==> config.mk <==
export PLATFORM = sky130hd
export DESIGN_NAME = i2c_scl_divider_calc
export DESIGN_NICKNAME = d
export VERILOG_FILES = /design/src/i2c_sdc_pkg.sv /design/src/i2c_sdc_divider.sv /design/src/i2c_scl_divider_calc.sv
export VERILOG_INCLUDE_DIRS = /design/src /design/src/src
export SDC_FILE = /design/constraint.sdc
export NUM_CORES = 1
export LEC_CHECK = 0
export BUFFER_PORTS_ARGS = -buffer_cell sky130_fd_sc_hd__buf_2
export CAP_MARGIN = 20
export CORE_ASPECT_RATIO = 1.2
export CORE_MARGIN = 1
export CORE_UTILIZATION = 55
export CTS_BUF_LIST = sky130_fd_sc_hd__clkbuf_4 sky130_fd_sc_hd__clkbuf_8 sky130_fd_sc_hd__clkbuf_16
export CTS_CLUSTER_DIAMETER = 200
export DETAILED_ROUTE_END_ITERATION = 8
export PLACE_DENSITY = 0.83
export SLEW_MARGIN = 20
export SYNTH_ARGS = -nofsm -noshare
export SYNTH_HDL_FRONTEND = slang
export SYNTH_SLANG_ARGS = --single-unit
==> constraint.sdc <==
create_clock -name i_clk -period 5 [get_ports i_clk]
set_clock_uncertainty 0.2 [all_clocks]
set_input_delay 0.25 -clock i_clk [delete_from_list [all_inputs] [get_ports i_clk]]
set_output_delay 0.25 -clock i_clk [all_outputs]
set_load 0.01 [all_outputs]
==> src/assert_macros.svh <==
// -----------------------------------------------------------------------------
// assert_macros.svh
// Concurrent assertion helpers, clocked and gated by the active-low reset.
// -----------------------------------------------------------------------------
`ifndef ASSERT_MACROS_SVH
`define ASSERT_MACROS_SVH

// Plain property, checked at every rising edge outside reset.
`define CHK_ASSERT(lbl, clk, rst_n, prop, msg) \
    lbl: assert property (@(posedge clk) disable iff (!rst_n) (prop)) else $error(msg);

// Same-cycle implication.
`define CHK_IMPLY(lbl, clk, rst_n, ante, cons, msg) \
    `CHK_ASSERT(lbl, clk, rst_n, (ante) |-> (cons), msg)

`endif

==> src/i2c_sdc_pkg.sv <==
// -----------------------------------------------------------------------------
// i2c_sdc_pkg
// Shared widths, constants and divider handshake types for the SCL divider calc.
// -----------------------------------------------------------------------------
package i2c_sdc_pkg;

    localparam int IN_CLK_W = 30;
    localparam int RATE_W   = 22;
    localparam int PRESC_W  = 8;
    localparam int WORD_W   = 32;

    localparam int DIVD_W   = IN_CLK_W;
    localparam int DIVS_W   = 24;
    localparam int CNT_W    = $clog2(DIVD_W);

    localparam int S_TDATA_W = ((IN_CLK_W + RATE_W + 7) / 8) * 8;
    localparam int M_TDATA_W = ((PRESC_W + 2 * WORD_W + 7) / 8) * 8;

    localparam int PRESCALER_LIMIT_DEF = 255;

    localparam logic [RATE_W-1:0] STD_MODE_MAX_HZ  = RATE_W'(100000);
    localparam logic [RATE_W-1:0] FAST_MODE_MAX_HZ = RATE_W'(400000);

    // clk/(p+1) <= target + 1 MHz  <=>  clk < (target + 1 MHz + 1) * (p+1)
    localparam logic [DIVS_W-1:0] SCALE_DIV_SLOW = DIVS_W'(4000000 + 1000000 + 1);
    localparam logic [DIVS_W-1:0] SCALE_DIV_FAST = DIVS_W'(12000000 + 1000000 + 1);

    localparam logic [WORD_W-1:0] LOW_OFFSET  = WORD_W'(7);
    localparam logic [WORD_W-1:0] HIGH_OFFSET = WORD_W'(5);
    localparam int                HS_SHIFT    = 8;

    typedef struct packed {
        logic              start;
        logic [DIVD_W-1:0] dividend;
        logic [DIVS_W-1:0] divisor;
    } t_div_req;

    typedef struct packed {
        logic              busy;
        logic              done;
        logic [DIVD_W-1:0] quot;
        logic [DIVS_W-1:0] rem;
    } t_div_rsp;

endpackage

==> src/i2c_sdc_divider.sv <==
// -----------------------------------------------------------------------------
// i2c_sdc_divider
// Restoring radix-2 divider, one quotient bit per cycle, shared by all steps.
// -----------------------------------------------------------------------------
module i2c_sdc_divider (
    input  logic                  i_clk,
    input  logic                  i_rst_n,
    input  i2c_sdc_pkg::t_div_req i_req,
    output i2c_sdc_pkg::t_div_rsp o_rsp
);

    logic                                r_busy;
    logic                                r_done;
    logic [i2c_sdc_pkg::CNT_W-1:0]       r_cnt;
    logic [i2c_sdc_pkg::DIVD_W-1:0]      r_quo;
    logic [i2c_sdc_pkg::DIVS_W-1:0]      r_rem;
    logic [i2c_sdc_pkg::DIVS_W-1:0]      r_dvs;

    logic [i2c_sdc_pkg::DIVS_W:0]        rem_sh;
    logic [i2c_sdc_pkg::DIVS_W+1:0]      diff;
    logic                                ge;
    logic [i2c_sdc_pkg::DIVS_W-1:0]      n_rem;

    always_comb begin
        rem_sh = {r_rem, r_quo[i2c_sdc_pkg::DIVD_W-1]};
        diff   = {1'b0, rem_sh} - {2'b00, r_dvs};
        ge     = !diff[i2c_sdc_pkg::DIVS_W+1];
        n_rem  = ge ? diff[i2c_sdc_pkg::DIVS_W-1:0] : rem_sh[i2c_sdc_pkg::DIVS_W-1:0];
    end

    always_ff @(posedge i_clk) begin
        if (!i_rst_n) begin
            r_busy <= 1'b0;
            r_done <= 1'b0;
            r_cnt  <= '0;
        end else begin
            r_done <= 1'b0;
            if (i_req.start) begin
                r_busy <= 1'b1;
                r_cnt  <= '0;
            end else if (r_busy) begin
                r_cnt <= r_cnt + 1'b1;
                if (r_cnt == i2c_sdc_pkg::CNT_W'(i2c_sdc_pkg::DIVD_W - 1)) begin
                    r_busy <= 1'b0;
                    r_done <= 1'b1;
                end
            end
        end
    end

    always_ff @(posedge i_clk) begin
        if (i_req.start) begin
            r_quo <= i_req.dividend;
            r_rem <= '0;
            r_dvs <= i_req.divisor;
        end else if (r_busy) begin
            r_quo <= {r_quo[i2c_sdc_pkg::DIVD_W-2:0], ge};
            r_rem <= n_rem;
        end
    end

    assign o_rsp.busy = r_busy;
    assign o_rsp.done = r_done;
    assign o_rsp.quot = r_quo;
    assign o_rsp.rem  = r_rem;

endmodule

==> src/i2c_scl_divider_calc.sv <==
// -----------------------------------------------------------------------------
// i2c_scl_divider_calc
// I2C SCL prescaler and low/high time word calculator.
// -----------------------------------------------------------------------------
//  channel  dir  width  beat contents (low bit first)
//  s_axis   in   56     func_clk_hz[29:0], bit_rate_hz[51:30]
//  m_axis   out  72     prescaler[7:0], scl_low_word[39:8], scl_high_word[71:40]
//
//  One beat in, one beat out. Up to three passes through the shared
//  radix-2 divider: clk/(target+1MHz+1), clk/(p+1) (clk/p if p is clamped), scaled/bit_rate.
//  Bit rates up to 400 kHz use all three; higher rates divide clk by bit_rate once.
//  s_axis_tready is high only while the sequencer is idle.
//  A finished result waits in the output register; a new beat is taken meanwhile.
//  Synchronous active-low reset clears sequencer, divider and output valid.
// -----------------------------------------------------------------------------
`include "assert_macros.svh"

module i2c_scl_divider_calc #(
    parameter int PRESCALER_LIMIT = i2c_sdc_pkg::PRESCALER_LIMIT_DEF
) (
    input  logic                                i_clk,
    input  logic                                i_rst_n,
    input  logic                                s_axis_tvalid,
    output logic                                s_axis_tready,
    // func_clk_hz[29:0], bit_rate_hz[51:30], zero pad
    input  logic [i2c_sdc_pkg::S_TDATA_W-1:0]   s_axis_tdata,
    output logic                                m_axis_tvalid,
    input  logic                                m_axis_tready,
    // prescaler[7:0], scl_low_word[39:8], scl_high_word[71:40]
    output logic [i2c_sdc_pkg::M_TDATA_W-1:0]   m_axis_tdata
);

    localparam logic [2:0] ST_IDLE  = 3'd0;
    localparam logic [2:0] ST_DIV_P = 3'd1;
    localparam logic [2:0] ST_DIV_S = 3'd2;
    localparam logic [2:0] ST_DIV_R = 3'd3;
    localparam logic [2:0] ST_DONE  = 3'd4;

    localparam logic [i2c_sdc_pkg::DIVD_W-1:0]  LIMIT_Q = i2c_sdc_pkg::DIVD_W'(PRESCALER_LIMIT);
    localparam logic [i2c_sdc_pkg::PRESC_W-1:0] LIMIT_P = i2c_sdc_pkg::PRESC_W'(PRESCALER_LIMIT);

    logic [2:0]                          r_state;
    logic [i2c_sdc_pkg::IN_CLK_W-1:0]    r_clk;
    logic [i2c_sdc_pkg::RATE_W-1:0]      r_rate;
    logic                                r_hs;
    logic [i2c_sdc_pkg::PRESC_W-1:0]     r_presc;
    logic [i2c_sdc_pkg::DIVD_W-1:0]      r_ceil;
    logic                                r_div_start;
    logic [i2c_sdc_pkg::DIVD_W-1:0]      r_div_dvd;
    logic [i2c_sdc_pkg::DIVS_W-1:0]      r_div_dvs;
    i2c_sdc_pkg::t_div_req               div_req;
    i2c_sdc_pkg::t_div_rsp               div_rsp;

    logic                                r_out_valid;
    logic [i2c_sdc_pkg::PRESC_W-1:0]     r_out_presc;
    logic [i2c_sdc_pkg::WORD_W-1:0]      r_out_low;
    logic [i2c_sdc_pkg::WORD_W-1:0]      r_out_high;

    logic [i2c_sdc_pkg::IN_CLK_W-1:0]    in_clk;
    logic [i2c_sdc_pkg::RATE_W-1:0]      in_rate;
    logic                                in_hs;
    logic                                in_slow;
    logic                                in_acc;
    logic                                out_free;
    logic [i2c_sdc_pkg::DIVD_W-1:0]      half_hi;
    logic [i2c_sdc_pkg::DIVD_W-1:0]      half_lo;
    logic [i2c_sdc_pkg::WORD_W-1:0]      n_low;
    logic [i2c_sdc_pkg::WORD_W-1:0]      n_high;

    assign div_req = {r_div_start, r_div_dvd, r_div_dvs};

    i2c_sdc_divider u_div (
        .i_clk   (i_clk),
        .i_rst_n (i_rst_n),
        .i_req   (div_req),
        .o_rsp   (div_rsp)
    );

    always_comb begin
        in_clk  = s_axis_tdata[i2c_sdc_pkg::IN_CLK_W-1:0];
        in_rate = s_axis_tdata[i2c_sdc_pkg::IN_CLK_W +: i2c_sdc_pkg::RATE_W];
        if (in_rate == '0) begin
            in_rate = i2c_sdc_pkg::RATE_W'(1);
        end
        in_hs    = in_rate > i2c_sdc_pkg::FAST_MODE_MAX_HZ;
        in_slow  = in_rate <= i2c_sdc_pkg::STD_MODE_MAX_HZ;
        in_acc   = s_axis_tvalid && s_axis_tready;
        out_free = !r_out_valid || m_axis_tready;

        half_hi = {1'b0, r_ceil[i2c_sdc_pkg::DIVD_W-1:1]};
        half_lo = r_ceil - half_hi;
        n_low   = i2c_sdc_pkg::WORD_W'(half_lo) - i2c_sdc_pkg::LOW_OFFSET;
        n_high  = i2c_sdc_pkg::WORD_W'(half_hi) - i2c_sdc_pkg::HIGH_OFFSET;
        if (r_hs) begin
            n_low  = n_low << i2c_sdc_pkg::HS_SHIFT;
            n_high = n_high << i2c_sdc_pkg::HS_SHIFT;
        end
    end

    assign s_axis_tready = (r_state == ST_IDLE);

    always_ff @(posedge i_clk) begin
        if (!i_rst_n) begin
            r_state     <= ST_IDLE;
            r_div_start <= 1'b0;
            r_out_valid <= 1'b0;
        end else begin
            r_div_start <= 1'b0;
            if (r_out_valid && m_axis_tready) begin
                r_out_valid <= 1'b0;
            end
            case (r_state)
                ST_IDLE: begin
                    if (in_acc) begin
                        r_div_start <= 1'b1;
                        r_state     <= in_hs ? ST_DIV_R : ST_DIV_P;
                    end
                end
                ST_DIV_P: begin
                    if (div_rsp.done) begin
                        r_div_start <= 1'b1;
                        r_state     <= ST_DIV_S;
                    end
                end
                ST_DIV_S: begin
                    if (div_rsp.done) begin
                        r_div_start <= 1'b1;
                        r_state     <= ST_DIV_R;
                    end
                end
                ST_DIV_R: begin
                    if (div_rsp.done) begin
                        r_state <= ST_DONE;
                    end
                end
                ST_DONE: begin
                    if (out_free) begin
                        r_out_valid <= 1'b1;
                        r_state     <= ST_IDLE;
                    end
                end
                default: begin
                    r_state <= ST_IDLE;
                end
            endcase
        end
    end

    always_ff @(posedge i_clk) begin
        case (r_state)
            ST_IDLE: begin
                if (in_acc) begin
                    r_clk     <= in_clk;
                    r_rate    <= in_rate;
                    r_hs      <= in_hs;
                    r_presc   <= '0;
                    r_div_dvd <= in_clk;
                    if (in_hs) begin
                        r_div_dvs <= i2c_sdc_pkg::DIVS_W'(in_rate);
                    end else if (in_slow) begin
                        r_div_dvs <= i2c_sdc_pkg::SCALE_DIV_SLOW;
                    end else begin
                        r_div_dvs <= i2c_sdc_pkg::SCALE_DIV_FAST;
                    end
                end
            end
            ST_DIV_P: begin
                if (div_rsp.done) begin
                    r_div_dvd <= r_clk;
                    if (div_rsp.quot >= LIMIT_Q) begin
                        r_presc   <= LIMIT_P;
                        r_div_dvs <= i2c_sdc_pkg::DIVS_W'(LIMIT_P);
                    end else begin
                        r_presc   <= div_rsp.quot[i2c_sdc_pkg::PRESC_W-1:0];
                        r_div_dvs <= i2c_sdc_pkg::DIVS_W'(div_rsp.quot) + 1'b1;
                    end
                end
            end
            ST_DIV_S: begin
                if (div_rsp.done) begin
                    r_div_dvd <= div_rsp.quot;
                    r_div_dvs <= i2c_sdc_pkg::DIVS_W'(r_rate);
                end
            end
            ST_DIV_R: begin
                if (div_rsp.done) begin
                    r_ceil <= div_rsp.quot + i2c_sdc_pkg::DIVD_W'(div_rsp.rem != '0);
                end
            end
            ST_DONE: begin
                if (out_free) begin
                    r_out_presc <= r_presc;
                    r_out_low   <= n_low;
                    r_out_high  <= n_high;
                end
            end
            default: begin
            end
        endcase
    end

    assign m_axis_tvalid = r_out_valid;
    assign m_axis_tdata  = {r_out_high, r_out_low, r_out_presc};

    `CHK_IMPLY(a_idle_div_quiet, i_clk, i_rst_n, r_state == ST_IDLE, !div_rsp.busy, "divider busy while idle")
    `CHK_IMPLY(a_done_in_div, i_clk, i_rst_n, div_rsp.done, r_state == ST_DIV_P || r_state == ST_DIV_S || r_state == ST_DIV_R, "divider done outside a division step")
    `CHK_IMPLY(a_start_free, i_clk, i_rst_n, r_div_start, !div_rsp.busy, "divider started while busy")
    `CHK_IMPLY(a_hs_presc, i_clk, i_rst_n, r_state == ST_DONE && r_hs, r_presc == '0, "nonzero prescaler in high-speed mode")
    `CHK_ASSERT(a_out_hold, i_clk, i_rst_n, r_out_valid && !m_axis_tready |=> r_out_valid && $stable(r_out_low), "stalled result changed")

endmodule
==> key figures, run 1 <==
Status
  • Status: finished clean

Place
  • GP Congestion: 0.961
  • Pre-CTS setup slack: 0.529 ns
  • Placed Cells incl. Taps: 2098
  • Detail Placement HPWL: 29.3 mm
  • Buffers on Ports: 129
  • Placed cell area: 18400 sq um

Global routing
  • Via count of the first global-routing pass: 12400
  • Number of antenna violations at the first check in global routing: 1
  • First-pass GRT wire length: 63.8 mm
  • Total routing usage reported by global routing: 25.1%
  • Maximum number of pins on one net before global-route repair: 73
  • Total overflow reported by the global router: 0

Critical path
  • Crit start category: flop
  • Classification of the worst setup path: reg -> reg
  • Largest driver fanout on the critical path: 7
  • Slack of the worst reg-to-reg path: 0.46 ns
  • Origin of the critical flop-to-flop path: r_ceil[1]$_DFFE_PP_
  • Type of element capturing the critical path: flop
  • Arrival @ worst endpoint: 4.61 ns
  • Capture instance of the worst register-to-register path: r_out_low[24]$_DFFE_PP_
  • Critical path data required time: 5.07 ns
  • Depth of the most critical reg-to-reg path: 13

Pwr
  • Gate power share: 20.2%
  • Largest voltage drop on the vdd net: 0.000225 V
  • Power per Cell Area: 344 nW/um^2
  • Int Power: 4.91 mW
  • Standby leakage power: 7.84 nW
  • Switch share: 28.3%
  • Final total power: 6.85 mW
  • Sw power: 1.94 mW
  • Clock share of power: 32.6%
  • Part of the power in registers: 47.2%

Timing
  • Max Freq: 220 MHz
  • Total negative slack for setup checks: 0 ns
  • Total count of max-transition violations in the final report: 0
  • RSZ-0062 raised after global routing: no
  • Fin crit share: 90.8%
  • Worst hold slack across all endpoints: 0.207 ns
  • Remaining max-slew budget at the tightest pin: 36.1%
  • Fin crit period: 4.54 ns
  • Transition time at the pin with the least slew margin: 0.953 ns
  • Final worst setup slack: 0.458 ns
  • Final setup fails: 0
  • Hold Vio Cnt, Final: 0

Yosys
  • Synth top cells by count: 271 x edfxtp_1, 172 x nand2_1, 147 x nor2_1
  • Part of the Yosys area used for sequential elements: 50.9%
  • Post-synthesis cell count: 1635
  • Synth warnings: 0
  • Post-synth design cell area: 17400 sq um
  • Post-synth ARST share: 0%
  • Unique masters post-synth: 82
  • Average cell area after synthesis: 10.6 sq um
  • Flip-flop and latch count after synthesis: 307
  • Number of enable flip-flop cells after synthesis: 271
  • Synthesized net count: 1791
  • Most area-hungry cell type in the Yosys netlist: edfxtp_1
  • Synth top area cells: edfxtp_1 47%, ha_1 6.8%, xnor2_1 4.6%, dfxtp_1 4.1%, nand2_1 3.7%
  • Most repeated cell in the gate-level netlist after synthesis: edfxtp_1
  • Ys flop type: edfxtp_1
  • Top-area cell type share of the netlist area: 46.7%

CTS
  • Clock Tree Root: clkbuf_16
  • CTS tree: done
  • Buffers inserted by post-CTS timing repair: 0
  • Num CTS Buffers: 30
  • Maximum count of clock buffers along a single path: 3
  • Number of H-tree levels: 1
  • Number of clock sinks seen by CTS: 307
  • Worst-skew pair later-pin latency: 0.56 ns
  • Clock slew at the register clock pins of the worst setup and hold paths: 0.07 ns

Routing
  • Detailed-route DRC error count: 0
  • Number of routed nets with antenna violations: 0
  • Average via count per standard cell: 5.88
  • Router iterations before antenna repair: 8
  • Routed wire per std cell: 18.5 um
  • Total vias in the final route: 13000
  • Routed WL: 40.8 mm
  • DRT iter0 DRCs: 1298

Worst hold path
  • Hold worst-path end: r_clk[11]$_DFFE_PP_
  • Min-Delay Path Class: in -> reg
  • Instance count along the most critical hold path: 2
  • Start point of the worst hold path: s_axis_tdata[11]

Floorplanning
  • Number of top-level pins: 134
  • Die outline area: 32400 sq um
  • Die span in x: 164 um
  • Initial cell density of the core: 55.7%
  • Die outline height: 197 um
  • Placeable core region: 31300 sq um
  • Row count: 71

Final layout
  • Non-filler cells in the finished layout: 2209
  • Number of nets in the final layout: 1940
  • Cell area after layout: 19900 sq um
  • Final core utilization: 63.7%
  • Share of layout cells above drive strength 1: 14.5%
  • Area growth from synthesis to layout: 14.4%

Flow run
  • Max-cap viol count: 0
==> critical path: stages, from the launching register on <==
cell,delay [ns]
edfxtp_1,0.49
ha_1,0.25
inv_1,0.06
fa_1,0.45
a211oi_2,0.35
nor2_1,0.14
o31a_4,0.39
xnor2_1,0.19
nor4b_1,0.53
nand4_2,0.31
nor4_4,0.40
and3_1,0.23
xor2_1,0.17
mux2i_1,0.10
==> cell usage in the layout, fill, tap and decap left out, types with 19 or more instances in the layout <==
cell type,count
clkbuf_16,31
ha_1,94
edfxtp_1,271
nor2_1,143
mux2_2,31
dfxtp_1,35
a21oi_1,70
nand2_1,172
nand4_1,20
xor2_1,29
dlygate4sd3_1,55
nand2b_1,19
a22oi_1,31
mux2i_1,33
xnor2_1,92
nand3_1,42
inv_1,103
buf_2,129
o21ai_0,49
nor3_1,33
==> power by group through the flow <==
stage / clock (mW) / combinational, mW / sequential [mW]
5_1_grt: 2.35 / 1.54 / 3.25
3_3_place_gp: 0 / 1.28 / 3.27
3_5_place_dp: 0 / 1.33 / 3.28
4_1_cts: 2.26 / 1.38 / 3.22
6_report: 2.23 / 1.39 / 3.23
2_1_floorplan: 0 / 1.04 / 3.19
==> logic make-up (layout without fill, tap and decap cells) <==
logic type / after synthesis / in the layout / share of synthesized area, %
flops: 307 / 307 / 50.9
compound gates: 313 / 313 / 12.6
mux: 64 / 64 / 3.90
xor+xnor: 122 / 122 / 6.18
simple gates: 547 / 547 / 15.4
other cells: 0 / 1 / 0
fa+ha+maj: 96 / 96 / 6.99
buf+inv: 186 / 358 / 4.07
==> area by class of cell <==
class	instances	area (sq um)
fill	2383	11300
sequential	307	8860
multi-input combinational	1142	7880
timing repair buffer	199	1310
clock buffer	44	886
tap	401	502
inverter	104	390
clock inverter	11	90.1
antenna	1	2.50
==> state kept, by name, indices dropped and copies added (netlist names) <==
register       flops
r_out_high        32
r_out_low         32
r_ceil            30
r_clk             30
r_div_dvd         30
u_div.r_quo       30
r_div_dvs         24
u_div.r_dvs       24
u_div.r_rem       24
r_rate            22
r_out_presc        8
r_presc            8
u_div.r_cnt        5
r_state            3
m_axis_tvalid      1
r_div_start        1
r_hs               1
u_div.r_busy       1
u_div.r_done       1
==> layer usage <==
layer	GRT usage, %	wire length, um	up-vias
li1	-	-	6250
met1	32.3	17000	6116
met2	42.7	19800	530
met3	2.76	2510	90
met4	10.3	1470	0
met5	0	0	-
==> worst max path at each step <==
stage | from | end | slack [ns] | cells past startpoint
finish | r_ceil[1]$_DFFE_PP_ | r_out_low[24]$_DFFE_PP_ | 0.46 | 13
global route | r_ceil[1]$_DFFE_PP_ | r_out_low[24]$_DFFE_PP_ | 0.24 | 13
CTS | r_ceil[1]$_DFFE_PP_ | r_out_low[24]$_DFFE_PP_ | 0.50 | 13
detailed placement | r_ceil[1]$_DFFE_PP_ | r_out_low[24]$_DFFE_PP_ | 0.53 | 13
global placement | r_ceil[1]$_DFFE_PP_ | r_out_low[24]$_DFFE_PP_ | 0.63 | 13
floorplan | r_state[1]$_SDFFE_PN0P_ | r_out_high[0]$_SDFFCE_PP0P_ | 0.30 | 3
==> repair_timing <==
item,CTS,global route
hold buffers,55,0
hold endpoints to repair,116,0
resized for setup,0,0
Note: power is estimated with default switching activity, not from simulation.
==> run 2, diff against run 1 <==
--- a/config.mk
+++ b/config.mk
@@ -14,6 +14,7 @@
 export CTS_BUF_LIST = sky130_fd_sc_hd__clkbuf_4 sky130_fd_sc_hd__clkbuf_8 sky130_fd_sc_hd__clkbuf_16
 export CTS_CLUSTER_DIAMETER = 200
 export DETAILED_ROUTE_END_ITERATION = 8
+export MAX_ROUTING_LAYER = met4
 export PLACE_DENSITY = 0.83
 export SLEW_MARGIN = 20
 export SYNTH_ARGS = -nofsm -noshare
==> run 2 against run 1 <==
Compared with the run above:
- clock power shrank 2%
- wire length grew 0.31%
- combinational power is essentially flat
- largest power group unchanged
- non-clock buffer count grew 2
- register-to-register slack gained 0.02 ns
- largest cell class unchanged
- sequential power is essentially flat
- total power shrank 0.56%
- count of clock-buffer cells in the layout shrank 7
- sequential share of layout area is essentially flat
- global-route usage grew 1.1 points
- worst setup slack gained 0.016 ns
- hold slack lost 0.0040 ns
==> key figures, run 2 (synthesized netlist as in run 1, its figures left out) <==
Floorplanning
  • Initial cell density of the core: 55.7% (unchanged)
  • Die span in x: 164 um (unchanged)
  • Die outline height: 197 um (unchanged)
  • Placeable core region: 31300 sq um (unchanged)
  • Number of top-level pins: 134 (unchanged)
  • Die outline area: 32400 sq um (unchanged)
  • Row count: 71 (unchanged)

Final layout
  • Biggest registers after layout: r_out_high x32, r_out_low x32
  • Non-filler cells in the finished layout: 2208 (-0.045%)
  • Commonest non-fill, non-tap cell in the layout: edfxtp_1
  • Register cell area after layout: 8860 sq um (about the same)
  • Share of layout cells above drive strength 1: 14.5% (about the same)
  • Commonest cells after routing, fill and taps aside: 271 x edfxtp_1, 172 x nand2_1, 143 x nor2_1
  • Fill cell instance count of the final layout: 2421 (+1.6%)
  • Number of nets in the final layout: 1942 (+0.10%)
  • Area growth from synthesis to layout: 14.4% (about the same)
  • Footprint of the multi-input gates: 7880 sq um (unchanged)

Global routing
  • Via count of the first global-routing pass: 12400 (+0.073%)
  • Total routing usage reported by global routing: 26.1% (+1.1 points)
  • Total overflow reported by the global router: 0 (unchanged)
  • Number of antenna violations at the first check in global routing: 0 (-1)
  • Maximum number of pins on one net before global-route repair: 65 (-11%)
  • First-pass GRT wire length: 64.8 mm (+1.5%)

Critical path
  • Critical path launch point: r_ceil[1]$_DFFE_PP_
  • Arrival @ worst endpoint: 4.61 ns (about the same)
  • Kind of cell adding the most delay to the critical path: simple AND/OR/NAND/NOR gates
  • Largest driver fanout on the critical path: 7 (unchanged)
  • Critical path's slowest cell: nor4b_1
  • Type of element capturing the critical path: flop
  • Crit start category: flop
  • Critical path data required time: 5.09 ns (+0.02 ns)
  • Largest stage delay on the critical path: 0.51 ns (-0.02 ns)
  • Buf/Inv on CP: 1 (unchanged)
  • Worst-path cell chain: ha_1 -> inv_1 -> fa_1 -> a211oi_2 -> nor2_1 -> o31a_4 -> xnor2_1 -> nor4b_1 -> nand4_2 -> nor4_4 -> and3_1 -> xor2_1 -> mux2i_1
  • Classification of the worst setup path: reg -> reg
  • Origin of the critical flop-to-flop path: r_ceil[1]$_DFFE_PP_

Timing
  • Total negative slack for setup checks: 0 ns (unchanged)
  • Fin crit period: 4.53 ns (-0.0156 ns)
  • Max Freq: 221 MHz (+0.35%)
  • Final setup fails: 0 (unchanged)
  • RSZ-0062 raised after global routing: no
  • Total count of max-transition violations in the final report: 0 (unchanged)
  • Fin crit share: 90.5% (-0.31 points)
  • Hold Vio Cnt, Final: 0 (unchanged)
  • Remaining max-slew budget at the tightest pin: 30.2% (-5.9 points)
  • Worst hold slack across all endpoints: 0.203 ns (-0.00397 ns)
  • Transition time at the pin with the least slew margin: 1.05 ns (+0.0940 ns)

Pwr
  • Sw power: 1.98 mW (+1.8%)
  • Power per Cell Area: 342 nW/um^2 (-0.50%)
  • Part of the power in registers: 47.4% (+0.2 points)
  • Gate power share: 20.4% (+0.2 points)
  • Largest voltage drop on the vdd net: 0.000252 V (+12%)
  • Standby leakage power: 7.85 nW (about the same)
  • Final total power: 6.81 mW (-0.56%)
  • Int Power: 4.84 mW (-1.5%)
  • Switch share: 29.0% (+0.68 points)
  • Clock share of power: 32.2% (-0.4 points)

Place
  • Detail Placement HPWL: 29.4 mm (+0.41%)
  • GP Congestion: 0.934 (-2.7%)
  • Buffers on Ports: 129 (unchanged)
  • Placed Cells incl. Taps: 2099 (+0.048%)

CTS
  • Clock slew at the register clock pins of the worst setup and hold paths: 0.07 ns (about the same)
  • Post-CTS Resized: 0 (unchanged)
  • Num CTS Buffers: 30 (unchanged)
  • Number of clock sinks seen by CTS: 307 (unchanged)
  • Worst-skew pair later-pin latency: 0.57 ns (about the same)
  • Number of H-tree levels: 1 (unchanged)
  • CTS tree: done
  • Clock Tree Root: clkbuf_16
  • Maximum count of clock buffers along a single path: 3 (unchanged)

Routing
  • Detailed-route DRC error count: 0 (unchanged)
  • DRT iter0 DRCs: 1331 (+2.5%)
  • Routed WL: 40.9 mm (+0.31%)
  • Total vias in the final route: 13000 (+0.34%)
  • Average via count per standard cell: 5.90 (+0.38%)
  • Number of routed nets with antenna violations: 0 (unchanged)
  • Routed wire per std cell: 18.5 um (+0.36%)
  • Router iterations before antenna repair: 6 (-2)

Status
  • Status: finished clean

Worst hold path
  • Start point of the worst hold path: s_axis_tdata[2]
  • Min-Delay Path Class: in -> reg

Flow run
  • Max-cap viol count: 0 (unchanged)
## run 2: cell type report
| type | count | share of cell area [%] |
|---|---|---|
| Antenna cell | 1 | 0.0126 |
| Inverter | 104 | 1.96 |
| Clock buffer | 37 | 4.25 |
| Timing Repair Buffer | 201 | 6.66 |
| Clock inverter | 15 | 0.515 |
| Multi-Input combinational cell | 1142 | 39.6 |
| Sequential cell | 307 | 44.5 |
| Tap cell | 401 | 2.52 |
## run 2: path summary, 6_finish.rpt
path,cells past startpoint,end,slack [ns]
setup / recovery,13,r_out_low[24]$_DFFE_PP_,0.47
hold / removal,2,r_clk[2]$_DFFE_PP_,0.20
setup reg to reg,13,r_out_low[24]$_DFFE_PP_,0.47
hold reg to reg,0,u_div.r_dvs[17]$_DFFE_PP_,0.22
## run 2: per-layer routing
| metal | up-vias | GRT usage [%] | share of wire, % |
|---|---|---|---|
| met3 | 106 | 2.63 | 5.3 |
| met1 | 6191 | 33.7 | 43 |
| met4 | 0 | 10.2 | 3.5 |
| li1 | 6245 | - | - |
| met5 | - | - | 0 |
| met2 | 488 | 42.5 | 48 |
## run 2: per-stage QoR
stage	cell area, sq um	setup WS, ns	util, %
2_1_floorplan	17400	0.302	-
3_3_place_gp	18400	0.583	58.8
3_5_place_dp	18400	0.495	58.8
4_1_cts	19900	0.490	63.6
5_1_grt	19900	0.232	63.7
6_report	19900	0.474	63.7
## run 2: timing repair
action,in CTS,in global routing
endpoints found under the setup margin,0,0
hold buffers,56,0
endpoints found under the hold margin,116,0
setup buffers,0,0
## run 2: power groups by stage
stage	clock [mW]	combinational (mW)	sequential, mW
finish	2.19	1.39	3.23
global route	2.32	1.54	3.26
CTS	2.22	1.38	3.23
detailed placement	0	1.33	3.28
global placement	0	1.28	3.26
floorplan	0	1.04	3.19
==> run 3, diff against run 2 <==
--- a/config.mk
+++ b/config.mk
@@ -8,9 +8,11 @@
 export LEC_CHECK = 0
 export BUFFER_PORTS_ARGS = -buffer_cell sky130_fd_sc_hd__buf_2
 export CAP_MARGIN = 20
+export CELL_PAD_IN_SITES_DETAIL_PLACEMENT = 1
+export CELL_PAD_IN_SITES_GLOBAL_PLACEMENT = 1
 export CORE_ASPECT_RATIO = 1.2
 export CORE_MARGIN = 1
-export CORE_UTILIZATION = 55
+export CORE_UTILIZATION = 44
 export CTS_BUF_LIST = sky130_fd_sc_hd__clkbuf_4 sky130_fd_sc_hd__clkbuf_8 sky130_fd_sc_hd__clkbuf_16
 export CTS_CLUSTER_DIAMETER = 200
 export DETAILED_ROUTE_END_ITERATION = 8
==> run 3 against run 2 <==
Compared with the run above:
- total power rose by 8.6%
- maximum frequency shrank 2.4%
- die area grew 25%
- hold slack better by 0.0094 ns
- register-to-register slack worse by 0.11 ns
- wire length increased by 25%
- flip-flop and latch count did not move
- global-route usage shrank 0.19 points
- worst setup slack got worse by 0.11 ns
- utilization decreased by 11 points
- clock power up 23%
- sequential power about the same
- highest routed layer unchanged
==> key figures, run 3 (synthesized netlist as in run 1, its figures left out) <==
Critical path
  • Largest driver fanout on the critical path: 7 (unchanged)
  • Kind of cell adding the most delay to the critical path: simple AND/OR/NAND/NOR gates
  • Worst-path cell chain: ha_1 -> inv_1 -> fa_1 -> a211oi_2 -> nor2_1 -> o31a_4 -> xnor2_1 -> nor4b_1 -> nand4_2 -> nor4_4 -> nand2_1 -> or3_1 -> o21ai_1
  • Critical path data required time: 5.16 ns (+0.07 ns)
  • Arrival @ worst endpoint: 4.80 ns (+0.19 ns)
  • Type of element capturing the critical path: flop
  • Critical path's slowest cell: edfxtp_1
  • Classification of the worst setup path: reg -> reg
  • Crit start category: flop
  • Largest stage delay on the critical path: 0.51 ns (about the same)
  • Buf/Inv on CP: 1 (unchanged)

CTS
  • Clock slew at the register clock pins of the worst setup and hold paths: 0.06 ns (about the same)
  • Maximum count of clock buffers along a single path: 3 (unchanged)
  • CTS tree: done
  • Num CTS Buffers: 34 (+13%)
  • Buffers inserted by post-CTS timing repair: 0 (unchanged)
  • Worst-skew pair later-pin latency: 0.54 ns (-0.03 ns)
  • Post-CTS Resized: 0 (unchanged)
  • Clock Tree Root: clkbuf_16
  • Number of clock sinks seen by CTS: 307 (unchanged)
  • Number of H-tree levels: 2 (+1)

Final layout
  • Share of layout cells above drive strength 1: 14.8% (+0.27 points)
  • Commonest non-fill, non-tap cell in the layout: edfxtp_1
  • Fill cell instance count of the final layout: 4196 (+73%)
  • Number of nets in the final layout: 1944 (+0.10%)
  • Area growth from synthesis to layout: 16.6%
  • Commonest cells after routing, fill and taps aside: 271 x edfxtp_1, 172 x nand2_1, 143 x nor2_1
  • Biggest registers after layout: r_out_high x32, r_out_low x32
  • Antenna cell count: 0 (-1)

Global routing
  • First-pass GRT wire length: 79.1 mm (+22%)
  • Via count of the first global-routing pass: 14100 (+13%)
  • Number of antenna violations at the first check in global routing: 0 (unchanged)
  • Maximum number of pins on one net before global-route repair: 73 (+12%)
  • Total routing usage reported by global routing: 25.9% (-0.19 points)
  • Total overflow reported by the global router: 0 (unchanged)

Flow run
  • Max-cap viol count: 0 (unchanged)

Worst hold path
  • Min-Delay Path Class: reg -> reg

Timing
  • Total negative slack for setup checks: 0 ns (unchanged)
  • Fin crit period: 4.64 ns (+0.113 ns)
  • Final worst setup slack: 0.360 ns (-0.113 ns)
  • Hold Vio Cnt, Final: 0 (unchanged)
  • RSZ-0062 raised after global routing: no
  • Max Freq: 216 MHz (-2.4%)
  • Fin crit share: 92.8% (+2.3 points)
  • Remaining max-slew budget at the tightest pin: 29.5% (-0.68 points)
  • Total count of max-transition violations in the final report: 0 (unchanged)
  • Final setup fails: 0 (unchanged)
  • Transition time at the pin with the least slew margin: 1.05 ns (+0.00392 ns)

Routing
  • Average via count per standard cell: 5.73 (-2.9%)
  • Routed wire per std cell: 21.8 um (+18%)
  • Detailed-route DRC error count: 0 (unchanged)
  • DRT iter0 DRCs: 979 (-26%)
  • Total vias in the final route: 13400 (+2.9%)
  • Routed WL: 51.1 mm (+25%)
  • Router iterations before antenna repair: 5 (-1)
  • Number of routed nets with antenna violations: 0 (unchanged)

Place
  • Pre-CTS setup slack: 0.410 ns (-0.0849 ns)
  • GP Congestion: 0.877 (-6.1%)
  • Buffers on Ports: 129 (unchanged)
  • Detail Placement HPWL: 35.7 mm (+21%)

Floorplanning
  • Die span in x: 184 um (+12%)
  • Row count: 79 (+11%)
  • Die outline height: 220 um (+12%)
  • Die outline area: 40400 sq um (+25%)
  • Initial cell density of the core: 44.8% (-11 points)
  • Number of top-level pins: 134 (unchanged)
  • Placeable core region: 38800 sq um (+24%)

Pwr
  • Standby leakage power: 7.94 nW (+1.2%)
  • Power per Cell Area: 364 nW/um^2 (+6.5%)
  • Largest voltage drop on the vdd net: 0.000254 V (+0.79%)

Status
  • Status: finished clean
run 3: where the power goes:
group	internal [mW]	total, mW	switching, mW
clock network	1.57	2.69	1.12
registers	3.04	3.25	0.213
logic	0.598	1.46	0.859
total	5.20	7.40	2.19
run 3: path summary, 6_finish.rpt:
path,startpoint,endpoint,slack [ns],depth (start not counted)
worst max-delay path,r_ceil[1]$_DFFE_PP_,r_out_low[31]$_DFFE_PP_,0.36,13
worst min-delay path,r_div_dvs[11]$_DFFE_PP_,u_div.r_dvs[11]$_DFFE_PP_,0.21,0
worst max register to register,r_ceil[1]$_DFFE_PP_,r_out_low[31]$_DFFE_PP_,0.36,13
worst min register to register,r_div_dvs[11]$_DFFE_PP_,u_div.r_dvs[11]$_DFFE_PP_,0.21,0
run 3: layout make-up:
cell class,count,area [sq um],area share (%)
Multi-Input combinational cell,1142,7880,38.8
Clock inverter,21,246,1.21
Tap cell,526,658,3.24
Clock buffer,41,938,4.62
Timing Repair Buffer,199,1320,6.51
Sequential cell,307,8860,43.7
Inverter,104,390,1.92
run 3: what timing repair did:
item | 4_1_cts | 5_1_grt
setup endpoints to repair | 0 | 0
hold buffers | 55 | 0
hold endpoints to repair | 108 | 0
run 3: through the flow:
step | hold WS, ns | utilization (%) | instance area [sq um] | power [mW] | std cells
2_1_floorplan | 0.149 | - | 17400 | 4.24 | 1635
3_3_place_gp | 0.203 | 47.7 | 18500 | 4.58 | 2222
3_5_place_dp | 0.209 | 47.8 | 18600 | 4.69 | 2223
4_1_cts | 0.216 | 52.2 | 20300 | 7.43 | 2340
5_1_grt | 0.230 | 52.2 | 20300 | 7.69 | 2340
6_report | 0.213 | 52.2 | 20300 | 7.40 | 2340
run 3: routing by layer:
metal	global-route usage (%)	routed length, um
met2	45.6	26200
met4	8.03	1360
met5	-	0
met3	3.32	2110
met1	30.8	21400
